==> src/sv/tpd_pkg.sv <==
// Shared types, codes and lookup functions for the telemetry packet deframer.
`timescale 1ns / 1ps

package tpd_pkg;

    localparam int ZONE_COUNT_DEF = 64;

    localparam logic [7:0] HDR_SIZE = 8'd50;
    localparam logic [7:0] SET_SIZE = 8'd16;
    localparam logic [7:0] MAGIC_0  = 8'h54;  // 'T'
    localparam logic [7:0] MAGIC_1  = 8'h46;  // 'F'
    localparam logic [7:0] GEOM_DIM = 8'd8;

    // packet kinds, in configuration register order
    localparam logic [2:0] KIND_WAKE     = 3'd0;
    localparam logic [2:0] KIND_FRAME    = 3'd1;
    localparam logic [2:0] KIND_STATUS   = 3'd2;
    localparam logic [2:0] KIND_SLEEPING = 3'd3;
    localparam logic [2:0] KIND_SET      = 3'd4;
    localparam logic [2:0] KIND_ACK      = 3'd5;
    localparam logic [2:0] KIND_UNKNOWN  = 3'd6;

    // configuration register indexes
    localparam logic [2:0] REG_VERSION  = 3'd0;
    localparam logic [2:0] REG_WAKE     = 3'd1;
    localparam logic [2:0] REG_FRAME    = 3'd2;
    localparam logic [2:0] REG_STATUS   = 3'd3;
    localparam logic [2:0] REG_SLEEPING = 3'd4;
    localparam logic [2:0] REG_SET      = 3'd5;
    localparam logic [2:0] REG_ACK      = 3'd6;

    // verdict codes
    localparam logic [2:0] VERDICT_OK       = 3'd0;
    localparam logic [2:0] VERDICT_HEADER   = 3'd1;
    localparam logic [2:0] VERDICT_LENGTH   = 3'd2;
    localparam logic [2:0] VERDICT_CRC      = 3'd3;
    localparam logic [2:0] VERDICT_BOUNDS   = 3'd4;
    localparam logic [2:0] VERDICT_GEOMETRY = 3'd5;

    // field tags
    localparam logic [4:0] TAG_FRAMING  = 5'd0;
    localparam logic [4:0] TAG_VERSION  = 5'd1;
    localparam logic [4:0] TAG_TYPE     = 5'd2;
    localparam logic [4:0] TAG_NODE     = 5'd3;
    localparam logic [4:0] TAG_ROWS     = 5'd4;
    localparam logic [4:0] TAG_COLS     = 5'd5;
    localparam logic [4:0] TAG_STATUS   = 5'd6;
    localparam logic [4:0] TAG_SEQ      = 5'd7;
    localparam logic [4:0] TAG_CFG_REV  = 5'd8;
    localparam logic [4:0] TAG_SLEEP_S  = 5'd9;
    localparam logic [4:0] TAG_WAKE_S   = 5'd10;
    localparam logic [4:0] TAG_MEASURE  = 5'd11;
    localparam logic [4:0] TAG_RETRY    = 5'd12;
    localparam logic [4:0] TAG_AWAKE_MS = 5'd13;
    localparam logic [4:0] TAG_LSLEEP   = 5'd14;
    localparam logic [4:0] TAG_TAWAKE   = 5'd15;
    localparam logic [4:0] TAG_TSLEEP   = 5'd16;
    localparam logic [4:0] TAG_WAKE_CNT = 5'd17;
    localparam logic [4:0] TAG_BATTERY  = 5'd18;
    localparam logic [4:0] TAG_MASK     = 5'd19;
    localparam logic [4:0] TAG_DIST     = 5'd20;
    localparam logic [4:0] TAG_PAYLOAD  = 5'd21;
    localparam logic [4:0] TAG_CRC      = 5'd22;

    typedef struct packed {
        logic [4:0] tag;
        logic [2:0] idx;
        logic [5:0] zone;
    } field_info_t;

    function automatic logic [7:0] size_of_kind(input logic [2:0] kind,
                                                input logic [7:0] frame_size);
        logic [7:0] s;
        unique case (kind)
            KIND_WAKE:     s = 8'd52;
            KIND_FRAME:    s = frame_size;
            KIND_STATUS:   s = 8'd52;
            KIND_SLEEPING: s = 8'd56;
            KIND_SET:      s = SET_SIZE;
            KIND_ACK:      s = 8'd53;
            default:       s = 8'd0;
        endcase
        return s;
    endfunction

    // uplink header layout, offsets 0..49
    function automatic field_info_t uplink_lookup(input logic [7:0] off);
        field_info_t f;
        f = '0;
        unique case (off) inside
            [8'd0:8'd1]:   begin f.tag = TAG_FRAMING;  f.idx = off[2:0];          end
            8'd2:          f.tag = TAG_VERSION;
            8'd3:          f.tag = TAG_TYPE;
            8'd4:          f.tag = TAG_NODE;
            8'd5:          f.tag = TAG_ROWS;
            8'd6:          f.tag = TAG_COLS;
            8'd7:          f.tag = TAG_STATUS;
            [8'd8:8'd11]:  begin f.tag = TAG_SEQ;      f.idx = 3'(off - 8'd8);  end
            [8'd12:8'd13]: begin f.tag = TAG_CFG_REV;  f.idx = 3'(off - 8'd12); end
            [8'd14:8'd15]: begin f.tag = TAG_SLEEP_S;  f.idx = 3'(off - 8'd14); end
            [8'd16:8'd17]: begin f.tag = TAG_WAKE_S;   f.idx = 3'(off - 8'd16); end
            8'd18:         f.tag = TAG_MEASURE;
            8'd19:         f.tag = TAG_RETRY;
            [8'd20:8'd23]: begin f.tag = TAG_AWAKE_MS; f.idx = 3'(off - 8'd20); end
            [8'd24:8'd27]: begin f.tag = TAG_LSLEEP;   f.idx = 3'(off - 8'd24); end
            [8'd28:8'd35]: begin f.tag = TAG_TAWAKE;   f.idx = 3'(off - 8'd28); end
            [8'd36:8'd43]: begin f.tag = TAG_TSLEEP;   f.idx = 3'(off - 8'd36); end
            [8'd44:8'd47]: begin f.tag = TAG_WAKE_CNT; f.idx = 3'(off - 8'd44); end
            [8'd48:8'd49]: begin f.tag = TAG_BATTERY;  f.idx = 3'(off - 8'd48); end
            default:       f = '0;
        endcase
        return f;
    endfunction

    // downlink config-set layout; offsets 5 and 13 fall through to framing
    function automatic field_info_t set_lookup(input logic [7:0] off);
        field_info_t f;
        f = '0;
        unique case (off) inside
            [8'd0:8'd1]:   begin f.tag = TAG_FRAMING; f.idx = off[2:0];          end
            8'd2:          f.tag = TAG_VERSION;
            8'd3:          f.tag = TAG_TYPE;
            8'd4:          f.tag = TAG_NODE;
            [8'd6:8'd7]:   begin f.tag = TAG_CFG_REV; f.idx = 3'(off - 8'd6);  end
            [8'd8:8'd9]:   begin f.tag = TAG_SLEEP_S; f.idx = 3'(off - 8'd8);  end
            [8'd10:8'd11]: begin f.tag = TAG_WAKE_S;  f.idx = 3'(off - 8'd10); end
            8'd12:         f.tag = TAG_MEASURE;
            default:       f = '0;
        endcase
        return f;
    endfunction

endpackage

==> src/sv/tpd_if.sv <==
// Valid/ready channel interfaces for received bytes and per-byte results.
`timescale 1ns / 1ps

interface tpd_in_if;
    logic       valid;
    logic       ready;
    logic [7:0] rx_byte;
    logic       end_of_packet;

    modport source (output valid, input ready, output rx_byte, output end_of_packet);
    modport sink   (input valid, output ready, input rx_byte, input end_of_packet);
endinterface

interface tpd_out_if;
    logic       valid;
    logic       ready;
    logic [4:0] field_tag;
    logic [2:0] field_byte_index;
    logic [5:0] zone_index;
    logic [7:0] byte_out;
    logic       packet_done;
    logic [2:0] verdict;
    logic [2:0] packet_kind;

    modport source (output valid, input ready, output field_tag, output field_byte_index,
                    output zone_index, output byte_out, output packet_done,
                    output verdict, output packet_kind);
    modport sink   (input valid, output ready, input field_tag, input field_byte_index,
                    input zone_index, input byte_out, input packet_done,
                    input verdict, input packet_kind);
endinterface

==> src/sv/tpd_crc_step.sv <==
// CRC-16/CCITT-FALSE update over one byte, MSB first.
`timescale 1ns / 1ps

module tpd_crc_step (
    input  logic [15:0] crc_in,
    input  logic [7:0]  data,
    output logic [15:0] crc_out
);
    localparam logic [15:0] POLY = 16'h1021;

    always_comb
    begin
        logic [15:0] c;
        c = crc_in ^ {data, 8'h00};
        for (int i = 0; i < 8; i++)
        begin
            c = c[15] ? ({c[14:0], 1'b0} ^ POLY) : {c[14:0], 1'b0};
        end
        crc_out = c;
    end
endmodule

==> src/sv/tpd_field_map.sv <==
// Maps a packet kind and byte offset to field tag, byte index and zone.
`timescale 1ns / 1ps

module tpd_field_map #(
    parameter int ZONE_COUNT = tpd_pkg::ZONE_COUNT_DEF
) (
    input  logic [2:0]          kind,
    input  logic [7:0]          off,
    output tpd_pkg::field_info_t info
);
    import tpd_pkg::*;

    localparam logic [7:0] FRAME_SIZE = 8'(60 + 2 * ZONE_COUNT);

    logic [7:0] size;
    logic [7:0] rel_hdr;
    logic [7:0] rel_dist;
    logic [7:0] rel_crc;
    logic       in_crc;

    assign size     = size_of_kind(kind, FRAME_SIZE);
    assign rel_hdr  = off - HDR_SIZE;
    assign rel_dist = off - (HDR_SIZE + 8'd8);
    assign rel_crc  = off + 8'd2 - size;
    assign in_crc   = (size != 8'd0) && (({1'b0, off} + 9'd2) >= {1'b0, size})
                      && (off < size);

    always_comb
    begin
        info = '0;
        priority if (in_crc)
        begin
            info.tag = TAG_CRC;
            info.idx = rel_crc[2:0];
        end
        else if (kind == KIND_SET)
        begin
            info = set_lookup(off);
        end
        else if (off < HDR_SIZE)
        begin
            info = uplink_lookup(off);
        end
        else if (size != 8'd0 && off < size)
        begin
            if (kind == KIND_FRAME)
            begin
                if (off < HDR_SIZE + 8'd8)
                begin
                    info.tag = TAG_MASK;
                    info.idx = rel_hdr[2:0];
                end
                else
                begin
                    info.tag  = TAG_DIST;
                    info.idx  = {2'b00, rel_dist[0]};
                    info.zone = rel_dist[6:1];
                end
            end
            else if (kind == KIND_SLEEPING || kind == KIND_ACK)
            begin
                info.tag = TAG_PAYLOAD;
                info.idx = rel_hdr[2:0];
            end
        end
        else
        begin
            // past the layout or unknown kind: framing
            info = '0;
        end
    end
endmodule

==> src/sv/telemetry_packet_deframer.sv <==
// Top level: byte-wise packet deframer with CRC check and end-of-packet verdict.
//
//   channel  dir  handshake     payload
//   in_ch    in   valid/ready   rx_byte[7:0], end_of_packet
//   out_ch   out  valid/ready   field_tag, field_byte_index, zone_index, byte_out,
//                               packet_done, verdict, packet_kind
//   cfg      in   cfg_we        cfg_index[2:0], cfg_wdata[7:0]
//
// One byte per cycle while out_ch is ready; a byte passes the input, then the result register.
// The input register feeds the CRC step, field map and checks; the result register
// holds the answer. Per-packet state advances as a byte moves to the result register.
// Reset clears per-packet state and loads the register defaults; no init sweep.
// A stalled output holds one result and one waiting byte before in_ch.ready drops.
`timescale 1ns / 1ps

module telemetry_packet_deframer #(
    parameter int ZONE_COUNT = tpd_pkg::ZONE_COUNT_DEF
) (
    input  logic       clk,
    input  logic       rst_n,
    input  logic       cfg_we,
    input  logic [2:0] cfg_index,
    input  logic [7:0] cfg_wdata,
    tpd_in_if.sink     in_ch,
    tpd_out_if.source  out_ch
);
    import tpd_pkg::*;

    localparam logic [7:0] FRAME_SIZE = 8'(60 + 2 * ZONE_COUNT);

    // configuration
    logic [7:0] version_reg, wake_code_reg, frame_code_reg, status_code_reg;
    logic [7:0] sleeping_code_reg, set_code_reg, ack_code_reg;

    always_ff @(posedge clk or negedge rst_n)
    begin
        if (!rst_n)
        begin
            version_reg       <= 8'd1;
            wake_code_reg     <= 8'd0;
            frame_code_reg    <= 8'd1;
            status_code_reg   <= 8'd2;
            sleeping_code_reg <= 8'd3;
            set_code_reg      <= 8'd4;
            ack_code_reg      <= 8'd5;
        end
        else if (cfg_we)
        begin
            unique case (cfg_index)
                REG_VERSION:  version_reg       <= cfg_wdata;
                REG_WAKE:     wake_code_reg     <= cfg_wdata;
                REG_FRAME:    frame_code_reg    <= cfg_wdata;
                REG_STATUS:   status_code_reg   <= cfg_wdata;
                REG_SLEEPING: sleeping_code_reg <= cfg_wdata;
                REG_SET:      set_code_reg      <= cfg_wdata;
                REG_ACK:      ack_code_reg      <= cfg_wdata;
                default:      ;
            endcase
        end
    end

    // input register
    logic       in_valid_reg;
    logic [7:0] in_byte_reg;
    logic       in_eop_reg;
    logic       out_valid_reg;
    logic       advance;

    assign advance     = in_valid_reg && (!out_valid_reg || out_ch.ready);
    assign in_ch.ready = !in_valid_reg || advance;

    always_ff @(posedge clk or negedge rst_n)
    begin
        if (!rst_n)
            in_valid_reg <= 1'b0;
        else if (in_ch.ready)
            in_valid_reg <= in_ch.valid;
    end

    always_ff @(posedge clk)
    begin
        if (in_ch.valid && in_ch.ready)
        begin
            in_byte_reg <= in_ch.rx_byte;
            in_eop_reg  <= in_ch.end_of_packet;
        end
    end

    // per-packet state
    logic [7:0]  byte_count_reg;
    logic [15:0] crc_running_reg, crc_one_back_reg;
    logic [7:0]  prev_byte_reg;
    logic        header_bad_reg, geometry_bad_reg;
    logic [2:0]  kind_seen_reg;
    logic [15:0] sleep_s_reg, wake_s_reg;
    logic [7:0]  measure_reg;

    logic [7:0]  off, b;
    logic [2:0]  kind_match, kind_next;
    logic        header_bad_next, geometry_bad_next;
    logic [15:0] sleep_s_next, wake_s_next;
    logic [7:0]  measure_next, count_next;
    logic [15:0] crc_next;
    logic [2:0]  verdict_next;
    field_info_t info;

    assign off = byte_count_reg;
    assign b   = in_byte_reg;

    tpd_crc_step u_crc (
        .crc_in  (crc_running_reg),
        .data    (b),
        .crc_out (crc_next)
    );

    always_comb
    begin
        priority if (b == wake_code_reg)     kind_match = KIND_WAKE;
        else if (b == frame_code_reg)        kind_match = KIND_FRAME;
        else if (b == status_code_reg)       kind_match = KIND_STATUS;
        else if (b == sleeping_code_reg)     kind_match = KIND_SLEEPING;
        else if (b == set_code_reg)          kind_match = KIND_SET;
        else if (b == ack_code_reg)          kind_match = KIND_ACK;
        else                                 kind_match = KIND_UNKNOWN;
    end

    always_comb
    begin
        kind_next = (off == 8'd3) ? kind_match : kind_seen_reg;
        header_bad_next = header_bad_reg
                          || (off == 8'd0 && b != MAGIC_0)
                          || (off == 8'd1 && b != MAGIC_1)
                          || (off == 8'd2 && b != version_reg);
        geometry_bad_next = geometry_bad_reg || ((off == 8'd5 || off == 8'd6) && b != GEOM_DIM);
        sleep_s_next = sleep_s_reg;
        wake_s_next  = wake_s_reg;
        measure_next = measure_reg;
        if (kind_next == KIND_SET)
        begin
            if (off == 8'd8)  sleep_s_next = {sleep_s_reg[15:8], b};
            if (off == 8'd9)  sleep_s_next = {b, sleep_s_reg[7:0]};
            if (off == 8'd10) wake_s_next  = {wake_s_reg[15:8], b};
            if (off == 8'd11) wake_s_next  = {b, wake_s_reg[7:0]};
            if (off == 8'd12) measure_next = b;
        end
        count_next = (off == 8'hFF) ? off : off + 8'd1;
    end

    tpd_field_map #(
        .ZONE_COUNT (ZONE_COUNT)
    ) u_map (
        .kind (kind_next),
        .off  (off),
        .info (info)
    );

    // stored CRC is compared against the CRC over all bytes before it
    always_comb
    begin
        verdict_next = VERDICT_OK;
        if (in_eop_reg)
        begin
            priority if (count_next < SET_SIZE || header_bad_next)
                verdict_next = VERDICT_HEADER;
            else if (kind_next == KIND_UNKNOWN
                     || count_next != size_of_kind(kind_next, FRAME_SIZE))
                verdict_next = VERDICT_LENGTH;
            else if ({b, prev_byte_reg} != crc_one_back_reg)
                verdict_next = VERDICT_CRC;
            else if (kind_next == KIND_SET
                     && (sleep_s_next > 16'd3600 || wake_s_next < 16'd1
                         || wake_s_next > 16'd3600 || measure_next < 8'd1
                         || measure_next > 8'd10))
                verdict_next = VERDICT_BOUNDS;
            else if (kind_next == KIND_FRAME && geometry_bad_next)
                verdict_next = VERDICT_GEOMETRY;
            else
                verdict_next = VERDICT_OK;
        end
    end

    always_ff @(posedge clk or negedge rst_n)
    begin
        if (!rst_n)
        begin
            byte_count_reg   <= 8'd0;
            crc_running_reg  <= 16'hFFFF;
            crc_one_back_reg <= 16'hFFFF;
            prev_byte_reg    <= 8'd0;
            header_bad_reg   <= 1'b0;
            geometry_bad_reg <= 1'b0;
            kind_seen_reg    <= KIND_UNKNOWN;
            sleep_s_reg      <= 16'd0;
            wake_s_reg       <= 16'd0;
            measure_reg      <= 8'd0;
        end
        else if (advance)
        begin
            if (in_eop_reg)
            begin
                byte_count_reg   <= 8'd0;
                crc_running_reg  <= 16'hFFFF;
                crc_one_back_reg <= 16'hFFFF;
                prev_byte_reg    <= 8'd0;
                header_bad_reg   <= 1'b0;
                geometry_bad_reg <= 1'b0;
                kind_seen_reg    <= KIND_UNKNOWN;
                sleep_s_reg      <= 16'd0;
                wake_s_reg       <= 16'd0;
                measure_reg      <= 8'd0;
            end
            else
            begin
                byte_count_reg   <= count_next;
                crc_running_reg  <= crc_next;
                crc_one_back_reg <= crc_running_reg;
                prev_byte_reg    <= b;
                header_bad_reg   <= header_bad_next;
                geometry_bad_reg <= geometry_bad_next;
                kind_seen_reg    <= kind_next;
                sleep_s_reg      <= sleep_s_next;
                wake_s_reg       <= wake_s_next;
                measure_reg      <= measure_next;
            end
        end
    end

    // result register
    logic [4:0] tag_reg;
    logic [2:0] idx_reg;
    logic [5:0] zone_reg;
    logic [7:0] byte_reg;
    logic       done_reg;
    logic [2:0] verdict_reg;
    logic [2:0] kind_reg;

    always_ff @(posedge clk or negedge rst_n)
    begin
        if (!rst_n)
            out_valid_reg <= 1'b0;
        else if (advance)
            out_valid_reg <= 1'b1;
        else if (out_ch.ready)
            out_valid_reg <= 1'b0;
    end

    always_ff @(posedge clk)
    begin
        if (advance)
        begin
            tag_reg     <= info.tag;
            idx_reg     <= info.idx;
            zone_reg    <= info.zone;
            byte_reg    <= b;
            done_reg    <= in_eop_reg;
            verdict_reg <= verdict_next;
            kind_reg    <= kind_next;
        end
    end

    assign out_ch.valid            = out_valid_reg;
    assign out_ch.field_tag        = tag_reg;
    assign out_ch.field_byte_index = idx_reg;
    assign out_ch.zone_index       = zone_reg;
    assign out_ch.byte_out         = byte_reg;
    assign out_ch.packet_done      = done_reg;
    assign out_ch.verdict          = verdict_reg;
    assign out_ch.packet_kind      = kind_reg;

    // checks
    a_verdict_only_at_end: assert property (@(posedge clk) disable iff (!rst_n)
        out_valid_reg && !done_reg |-> verdict_reg == VERDICT_OK)
        else $error("verdict set on a byte that is not the last");

    a_ok_needs_known_kind: assert property (@(posedge clk) disable iff (!rst_n)
        out_valid_reg && done_reg && verdict_reg == VERDICT_OK |-> kind_reg != KIND_UNKNOWN)
        else $error("good packet with unknown kind");

    a_clear_after_last: assert property (@(posedge clk) disable iff (!rst_n)
        advance && in_eop_reg |=> byte_count_reg == 8'd0 && kind_seen_reg == KIND_UNKNOWN)
        else $error("packet state not cleared after last byte");

    a_full_stall_blocks: assert property (@(posedge clk) disable iff (!rst_n)
        in_valid_reg && out_valid_reg && !out_ch.ready |-> !in_ch.ready)
        else $error("input taken while both stages are full and stalled");
endmodule

==> src/flat_wrapper.sv <==
// flat-port wrapper written by rule: the top's interface ports become plain ports
module telemetry_packet_deframer_flat import tpd_pkg::*;
#(
    parameter int ZONE_COUNT = tpd_pkg::ZONE_COUNT_DEF
)
  (clk, rst_n, cfg_we, cfg_index, cfg_wdata, in_ch_valid, in_ch_ready, in_ch_rx_byte, in_ch_end_of_packet, out_ch_valid, out_ch_ready, out_ch_field_tag, out_ch_field_byte_index, out_ch_zone_index, out_ch_byte_out, out_ch_packet_done, out_ch_verdict, out_ch_packet_kind);
  tpd_in_if in_ch_i ();
  tpd_out_if out_ch_i ();
  input  logic clk;
  input  logic rst_n;
  input  logic cfg_we;
  input  logic [2:0] cfg_index;
  input  logic [7:0] cfg_wdata;
  input wire logic [$bits(in_ch_i.valid)-1:0] in_ch_valid;
  output wire logic [$bits(in_ch_i.ready)-1:0] in_ch_ready;
  input wire logic [$bits(in_ch_i.rx_byte)-1:0] in_ch_rx_byte;
  input wire logic [$bits(in_ch_i.end_of_packet)-1:0] in_ch_end_of_packet;
  output wire logic [$bits(out_ch_i.valid)-1:0] out_ch_valid;
  input wire logic [$bits(out_ch_i.ready)-1:0] out_ch_ready;
  output wire logic [$bits(out_ch_i.field_tag)-1:0] out_ch_field_tag;
  output wire logic [$bits(out_ch_i.field_byte_index)-1:0] out_ch_field_byte_index;
  output wire logic [$bits(out_ch_i.zone_index)-1:0] out_ch_zone_index;
  output wire logic [$bits(out_ch_i.byte_out)-1:0] out_ch_byte_out;
  output wire logic [$bits(out_ch_i.packet_done)-1:0] out_ch_packet_done;
  output wire logic [$bits(out_ch_i.verdict)-1:0] out_ch_verdict;
  output wire logic [$bits(out_ch_i.packet_kind)-1:0] out_ch_packet_kind;
  assign in_ch_i.valid = in_ch_valid;
  assign in_ch_ready = in_ch_i.ready;
  assign in_ch_i.rx_byte = in_ch_rx_byte;
  assign in_ch_i.end_of_packet = in_ch_end_of_packet;
  assign out_ch_valid = out_ch_i.valid;
  assign out_ch_i.ready = out_ch_ready;
  assign out_ch_field_tag = out_ch_i.field_tag;
  assign out_ch_field_byte_index = out_ch_i.field_byte_index;
  assign out_ch_zone_index = out_ch_i.zone_index;
  assign out_ch_byte_out = out_ch_i.byte_out;
  assign out_ch_packet_done = out_ch_i.packet_done;
  assign out_ch_verdict = out_ch_i.verdict;
  assign out_ch_packet_kind = out_ch_i.packet_kind;
  telemetry_packet_deframer #(.ZONE_COUNT(ZONE_COUNT)) u_core (.clk(clk), .rst_n(rst_n), .cfg_we(cfg_we), .cfg_index(cfg_index), .cfg_wdata(cfg_wdata), .in_ch(in_ch_i), .out_ch(out_ch_i));
endmodule
==> config.mk <==
export PLATFORM = sky130hd
export DESIGN_NAME = telemetry_packet_deframer_flat
export DESIGN_NICKNAME = d
export VERILOG_FILES = /design/src/sv/tpd_pkg.sv /design/src/sv/tpd_if.sv /design/src/sv/tpd_crc_step.sv /design/src/sv/tpd_field_map.sv /design/src/sv/telemetry_packet_deframer.sv /design/src/flat_wrapper.sv
export SDC_FILE = /design/constraint.sdc
export NUM_CORES = 1
export LEC_CHECK = 0
export BUFFER_PORTS_ARGS = -buffer_cell sky130_fd_sc_hd__buf_2
export CAP_MARGIN = 20
export CORE_MARGIN = 4
export CORE_UTILIZATION = 47
export CTS_CLUSTER_SIZE = 28
export DETAILED_ROUTE_END_ITERATION = 10
export GPL_TIMING_DRIVEN = 0
export PLACE_DENSITY_LB_ADDON = 0.3
export SYNTH_ARGS = -nofsm -noshare
export SYNTH_HDL_FRONTEND = slang
export SYNTH_HIERARCHICAL = 1
export SYNTH_SLANG_ARGS = --single-unit
==> constraint.sdc <==
create_clock -name clk -period 7.6 [get_ports clk]
set_input_delay 0.38 -clock clk [delete_from_list [all_inputs] [get_ports clk]]
set_output_delay 0.38 -clock clk [all_outputs]
set_load 0.1 [all_outputs]
### Word-level counts from Yosys, hierarchy flattened

Index checks and enable logic that the tools add are counted.

| word-level totals | value |
|---|---|
| flip-flop bits (word level) | 189 |
| bits of input ports | 25 |
| output and inout bits | 31 |

| cells by class | value |
|---|---|
| $add $sub $neg | 18 |
| $lt $le $gt $ge | 36 |
| equal/unequal tests | 39 |
| mux-type cells | 57 |
| bitwise operators | 12 |
| reductions and logical operators | 57 |

Operators with widths:

| kind | count |
|---|---|
| $mux W16 | 8 |
| $mux W13 | 8 |
| $mux W8 | 12 |
| $pmux W5 S18 | 1 |
| $eq A8 B8 Y1 | 6 |
| $mux W14 | 3 |
| $eq A8 B4 Y1 const B | 5 |
| $pmux W8 S5 | 1 |
| $pmux W3 S11 | 1 |
| $eq A8 B3 Y1 const B | 4 |
| $ge A8 B4 Y1 const B | 4 |
| $ge A8 B5 Y1 const B | 4 |
| $gt A16 B12 Y1 const B | 2 |
| $le A8 B4 Y1 const B | 4 |
| $le A8 B6 Y1 const B | 4 |
| $mux W3 | 10 |
| $pmux W4 S7 | 1 |
| $logic_and A1 B1 Y1 | 25 |
| $ge A8 B6 Y1 const B | 3 |
| $le A8 B5 Y1 const B | 3 |
| $not A3 Y3 | 8 |
| $sub A3 B3 Y3 const B | 7 |
| $eq A3 B3 Y1 const B | 6 |
| $mux W6 | 3 |
| 43 further kinds | 86 |

### Longest topological paths before layout

| depth | value |
|---|---|
| depth after elaboration | 20 |
| gate-level depth with buffers | 18 |

### Cells and area by module

Netlist, hierarchy kept.

By module, submodules not included:

| module | times used | cells an instance | area an instance (um^2) | sequential area each (um^2) |
|---|---|---|---|---|
| telemetry_packet_deframer | 1 | 862 | 9,293.9 | 4,972.3 |
| tpd_field_map | 1 | 204 | 1,330.0 | 0.0 |
| tpd_crc_step | 1 | 25 | 391.6 | 0.0 |

### Least setup slack after synthesis

OpenSTA, ideal clock, no wires.

| path | value |
|---|---|
| kind | register to register |
| from | register u_core.byte_count_reg[7] |
| to | register u_core.idx_reg[1] (netlist: u_core/out_ch.field_byte_index[1]), data pin |
| setup time | 0.260 ns |
| arrival time | 3.716 ns |
| setup slack | 3.624 ns |
| stages on the path, launching flop included | 17 |
| path buffers | 2 |
| path through | dfrtp_1 buf_2 nor4_4 nand4_1 a21oi_2 a32oi_1 and2_1 buf_4 inv_4 or2b_1 and2_1 ha_1 a211o_1 a211oi_1 o21a_1 o2111ai_4 mux2_2 |

RTL lines:

| item | RTL line | RTL |
|---|---|---|
| from (decl) | telemetry_packet_deframer.sv:90 | `logic [7:0] byte_count_reg;` |
| from (signal assigned) | telemetry_packet_deframer.sv:214 | `byte_count_reg <= count_next;` |
| to (signal assigned) | telemetry_packet_deframer.sv:252 | `idx_reg <= info.idx;` |
| to (decl) | telemetry_packet_deframer.sv:230 | `logic [2:0] idx_reg;` |

### Worst setup path after layout

| path | value |
|---|---|
| from | register u_core.byte_count_reg[1] |
| to | register u_core.zone_reg[5] (netlist: u_core/out_ch.zone_index[5]), data pin |

| on the way | value |
|---|---|
| longest elaborated chain between the ends | 9 |
| elaborated cells on any way between the ends | 23 |

Ends and longest elaborated chain:

| item | RTL line | RTL |
|---|---|---|
| $eq A8 B2 Y1 (*) | telemetry_packet_deframer.sv:129 | `kind_next = (off == 8'd3) ? kind_match : kind_seen_reg;` |
| $mux W3 (*) | telemetry_packet_deframer.sv:129 |  |
| via u_core.kind_next[0] | telemetry_packet_deframer.sv:99 | `logic [2:0] kind_match, kind_next;` |
| $eq A3 B2 Y1 / $logic_not A3 Y1 (equally long branches) | tpd_pkg.sv:74 | `unique case (kind)` |
| $reduce_or A2 Y1 (no line) | - |  |
| $pmux W8 S5 | tpd_pkg.sv:74 |  |
| $ge A9 B8 Y1 (tied with other cells) | tpd_field_map.sv:25 | `assign in_crc = (size != 8'd0) && (({1'b0, off} + 9'd2) >= {1'b0, size})` |
| $logic_and A1 B1 Y1, on equally long branches | tpd_field_map.sv:25, tpd_field_map.sv:44 |  |
| $logic_and A1 B1 Y1 / $not A1 Y1 (equally long branches) | - |  |
| $reduce_or A6 Y1 (no line) (*) | - |  |
| to (signal assigned) | telemetry_packet_deframer.sv:253 | `zone_reg <= info.zone;` |
| to (decl) | telemetry_packet_deframer.sv:231 | `logic [5:0] zone_reg;` |

The timed path passes the listed nets; every way through them passes the cells marked *.
A chain may end at the register's enable or synchronous reset.

==> flow_summary.toml <==
[status]
status = "finished clean"

[floorplanning]
ios = 56
die_h_um = 161
die_w_um = 161
rows = 55
die-area_um2 = 26000
start_util = 0.482
coreArea_um2 = 22800

[setup_path]
cp-start-kind = "flop"
slowest_delay_ns = 0.68
worst_ep_arrival_time_ns = 5.12
path_cells = "ha_1, nand4_1, a21oi_2, a32oi_1, and2_1, buf_4, inv_4, or2b_1, and2_1, ha_1, a211o_1, a211oi_1, o21a_1, nand3_1, a2111o_1, nor2_1"
worst_setup_path_end_kind = "flop"
reg2reg_to = "u_core/out_ch.zone_index[5]"
rr_startpoint = "u_core/byte_count_reg[1]"
worst_ep_required_time_ns = 7.90
r2r_cells = 16
reg2reg_setup_slack_ns = 2.78
cp_max_fo = 14
slowest_stage = "dfrtp_1"
critPathKind = "flop to flop"

[synth]
synthArstFlopShare = 0.799
synth_top_area_frac = 0.248
seq_area_frac_synth = 0.451
avgSynthCellArea_um2 = 10.1
yosysTopAreaCell = "dfrtp_1"
synth_warnings = 6
ys.flop_type = "dfrtp_1"
synthTopCellsByArea = "dfrtp_1 25%, edfxtp_1 10%, dfstp_2 10%"
ys_ff_latch = 189
syn_inst = 1091
synth_nets = 1136
synth_edf_count = 38
synth_cell_types = 84
synth_area_um2 = 11000

[detailed_routing]
wl_met1_um = 12600
drc = 0
dr_total_vias = 8695
dr.pass1.iters = 5
vias_per_cell = 5.82
dr_wl_met3_um = 2030
postRouteWirelength_um = 28400
initialDrtViolationCount = 747
dr_wl_met2_um = 13300
post_drt_wl_per_cell_um = 19.0
ant_nets = 0
routed.top_layer = "met4"

[clock_tree]
cts_hold_buf = 1
clock_tree.buffer_depth = 2
clkSinkCount = 189
clkTransAtPathRegs_ns = 0.08
cts_resized = 0
cts_htree_levels = 4
clockRootBuffer = "clkbuf_16"
numCtsBuffers = 17
clk-insertion-delay-late_ns = 0.45
cts_tree = "done"
post-cts-setup-buffer-count = 0

[sta]
hold_viol = 0
slew_headroom = 0.288
timing.fmax_mhz = 208
tightest_slew_ns = 1.06
fin_worst_skew_ns = 0.0184
rsz0062_at_grt = "no"
setup-tns-final_ns = 0
slew_viol_final = 0
timing.final.crit_share = 0.634
min_period_ns = 4.82
setup_viol = 0

[global_route]
antenna_found_initial = 0
grt_pass1_wl_um = 45400
grt_pass1_vias = 8346
grt_usage = 0.218
gr-total-overflow = 0
grt_max_degree = 82

[power]
leakagePower_nw = 5.15
max-vdd-ir-drop_mv = 0.206
cellPowerDensity_nw_per_um2 = 301
p_total_w = 0.00373

[final_layout]
seqCellArea_um2 = 4970
multi_input_area_um2 = 5620
fin_cells = 1495
syn_to_final_growth_pct = 12.3
final_common_cell = "nand2_1"
antenna_cells = 0
nets = 1214
layout_common_cells = "158 x nand2_1, 109 x dfrtp_1, 96 x o21ai_0, 71 x buf_2, 59 x mux2_2"
post-route-util = 0.541
num-fill-cells = 2046
drive_gt1_frac = 0.213

[worst_hold_path]
min_path_type = "primary input to flop"
worstHoldStart = "in_ch_rx_byte[0]"
worstHoldEndpoint = "u_core/b[0]"
whs_path_depth = 1

[place]
dp_hpwl_um = 19500
dp.cells = 1460
port_buffers = 53
place.gp.congestion = 0.930

[run]
cap_violations = 0
worst max-delay path: cells and delay by family (launching register included):
kind / cells / cell delay, ns
flip-flops: 1 / 0.68
AND/OR/NAND/NOR: 6 / 1.18
AO/OA/AOI/OAI: 6 / 1.75
adder cells (fa/ha/maj): 2 / 0.72
buffers and inverters: 2 / 0.32
power by group:
part           internal [W]  switching [W]
combinational      0.000555       0.000679
sequential          0.00135       0.000216
clock              0.000465       0.000460
total               0.00237        0.00136
how the worst max path moves through the flow:
stage	start	end	slack, ns	cells after the start
finish	u_core/byte_count_reg[1]	u_core/out_ch.zone_index[5]	2.78	16
CTS	u_core/byte_count_reg[1]	u_core/out_ch.zone_index[5]	2.82	16
global route	u_core/byte_count_reg[1]	u_core/out_ch.zone_index[2]	2.52	16
global placement	u_core/byte_count_reg[1]	u_core/out_ch.zone_index[5]	2.91	16
detailed placement	u_core/byte_count_reg[1]	u_core/out_ch.zone_index[5]	2.91	16
floorplan	u_core/byte_count_reg[7]	u_core/out_ch.field_byte_index[1]	3.62	16
layer usage:
| layer | track usage | up-vias |
|---|---|---|
| met5 | 0 | - |
| met2 | 0.351 | 331 |
| li1 | - | 4067 |
| met3 | 0.0390 | 33 |
| met1 | 0.306 | 4264 |
| met4 | 0.0566 | 0 |
logic make-up after synthesis:
logic type / synth area share
DFF: 0.451
muxes: 0.0694
xor gates and xnor gates: 0.102
adders and majority gates: 0.0227
AOI/OAI and AO/OA: 0.145
and+or+nand+nor: 0.171
buffers and inverters: 0.0386
per-stage QoR:
stage               hold slack [ns]  cell area (um^2)  worst slack [ns]
finish                        0.106             12400              2.78
global route                 0.0929             12400              2.52
CTS                          0.0966             12400              2.82
detailed placement            0.453             11700              2.91
global placement              0.452             11700              2.91
floorplan                    0.0844             11000              3.62
synth_stat cells (9+ instances only):
library cell / count
nor4_1: 15
o21ai_1: 9
ha_1: 20
nand2_1: 158
nor2_1: 43
xnor2_1: 48
dfstp_2: 42
nand3b_1: 11
inv_1: 16
and2_1: 13
edfxtp_1: 38
o21ai_0: 96
nand4_1: 17
nor2b_1: 20
clkbuf_1: 38
nand3_1: 13
nor3_1: 15
mux2_2: 59
a21oi_1: 43
nand2b_1: 12
a22oi_1: 26
buf_2: 17
dfrtp_1: 109
xor2_1: 46
final cells by class:
class,count,area share
Timing Repair Buffer,59,0.0280
Buffer,72,0.0285
Tap cell,313,0.0317
Clock buffer,18,0.0364
Clock inverter,14,0.0133
Sequential cell,189,0.402
Inverter,19,0.00597
Multi-Input combinational cell,811,0.454
Note: power is estimated with default switching activity, not from simulation.
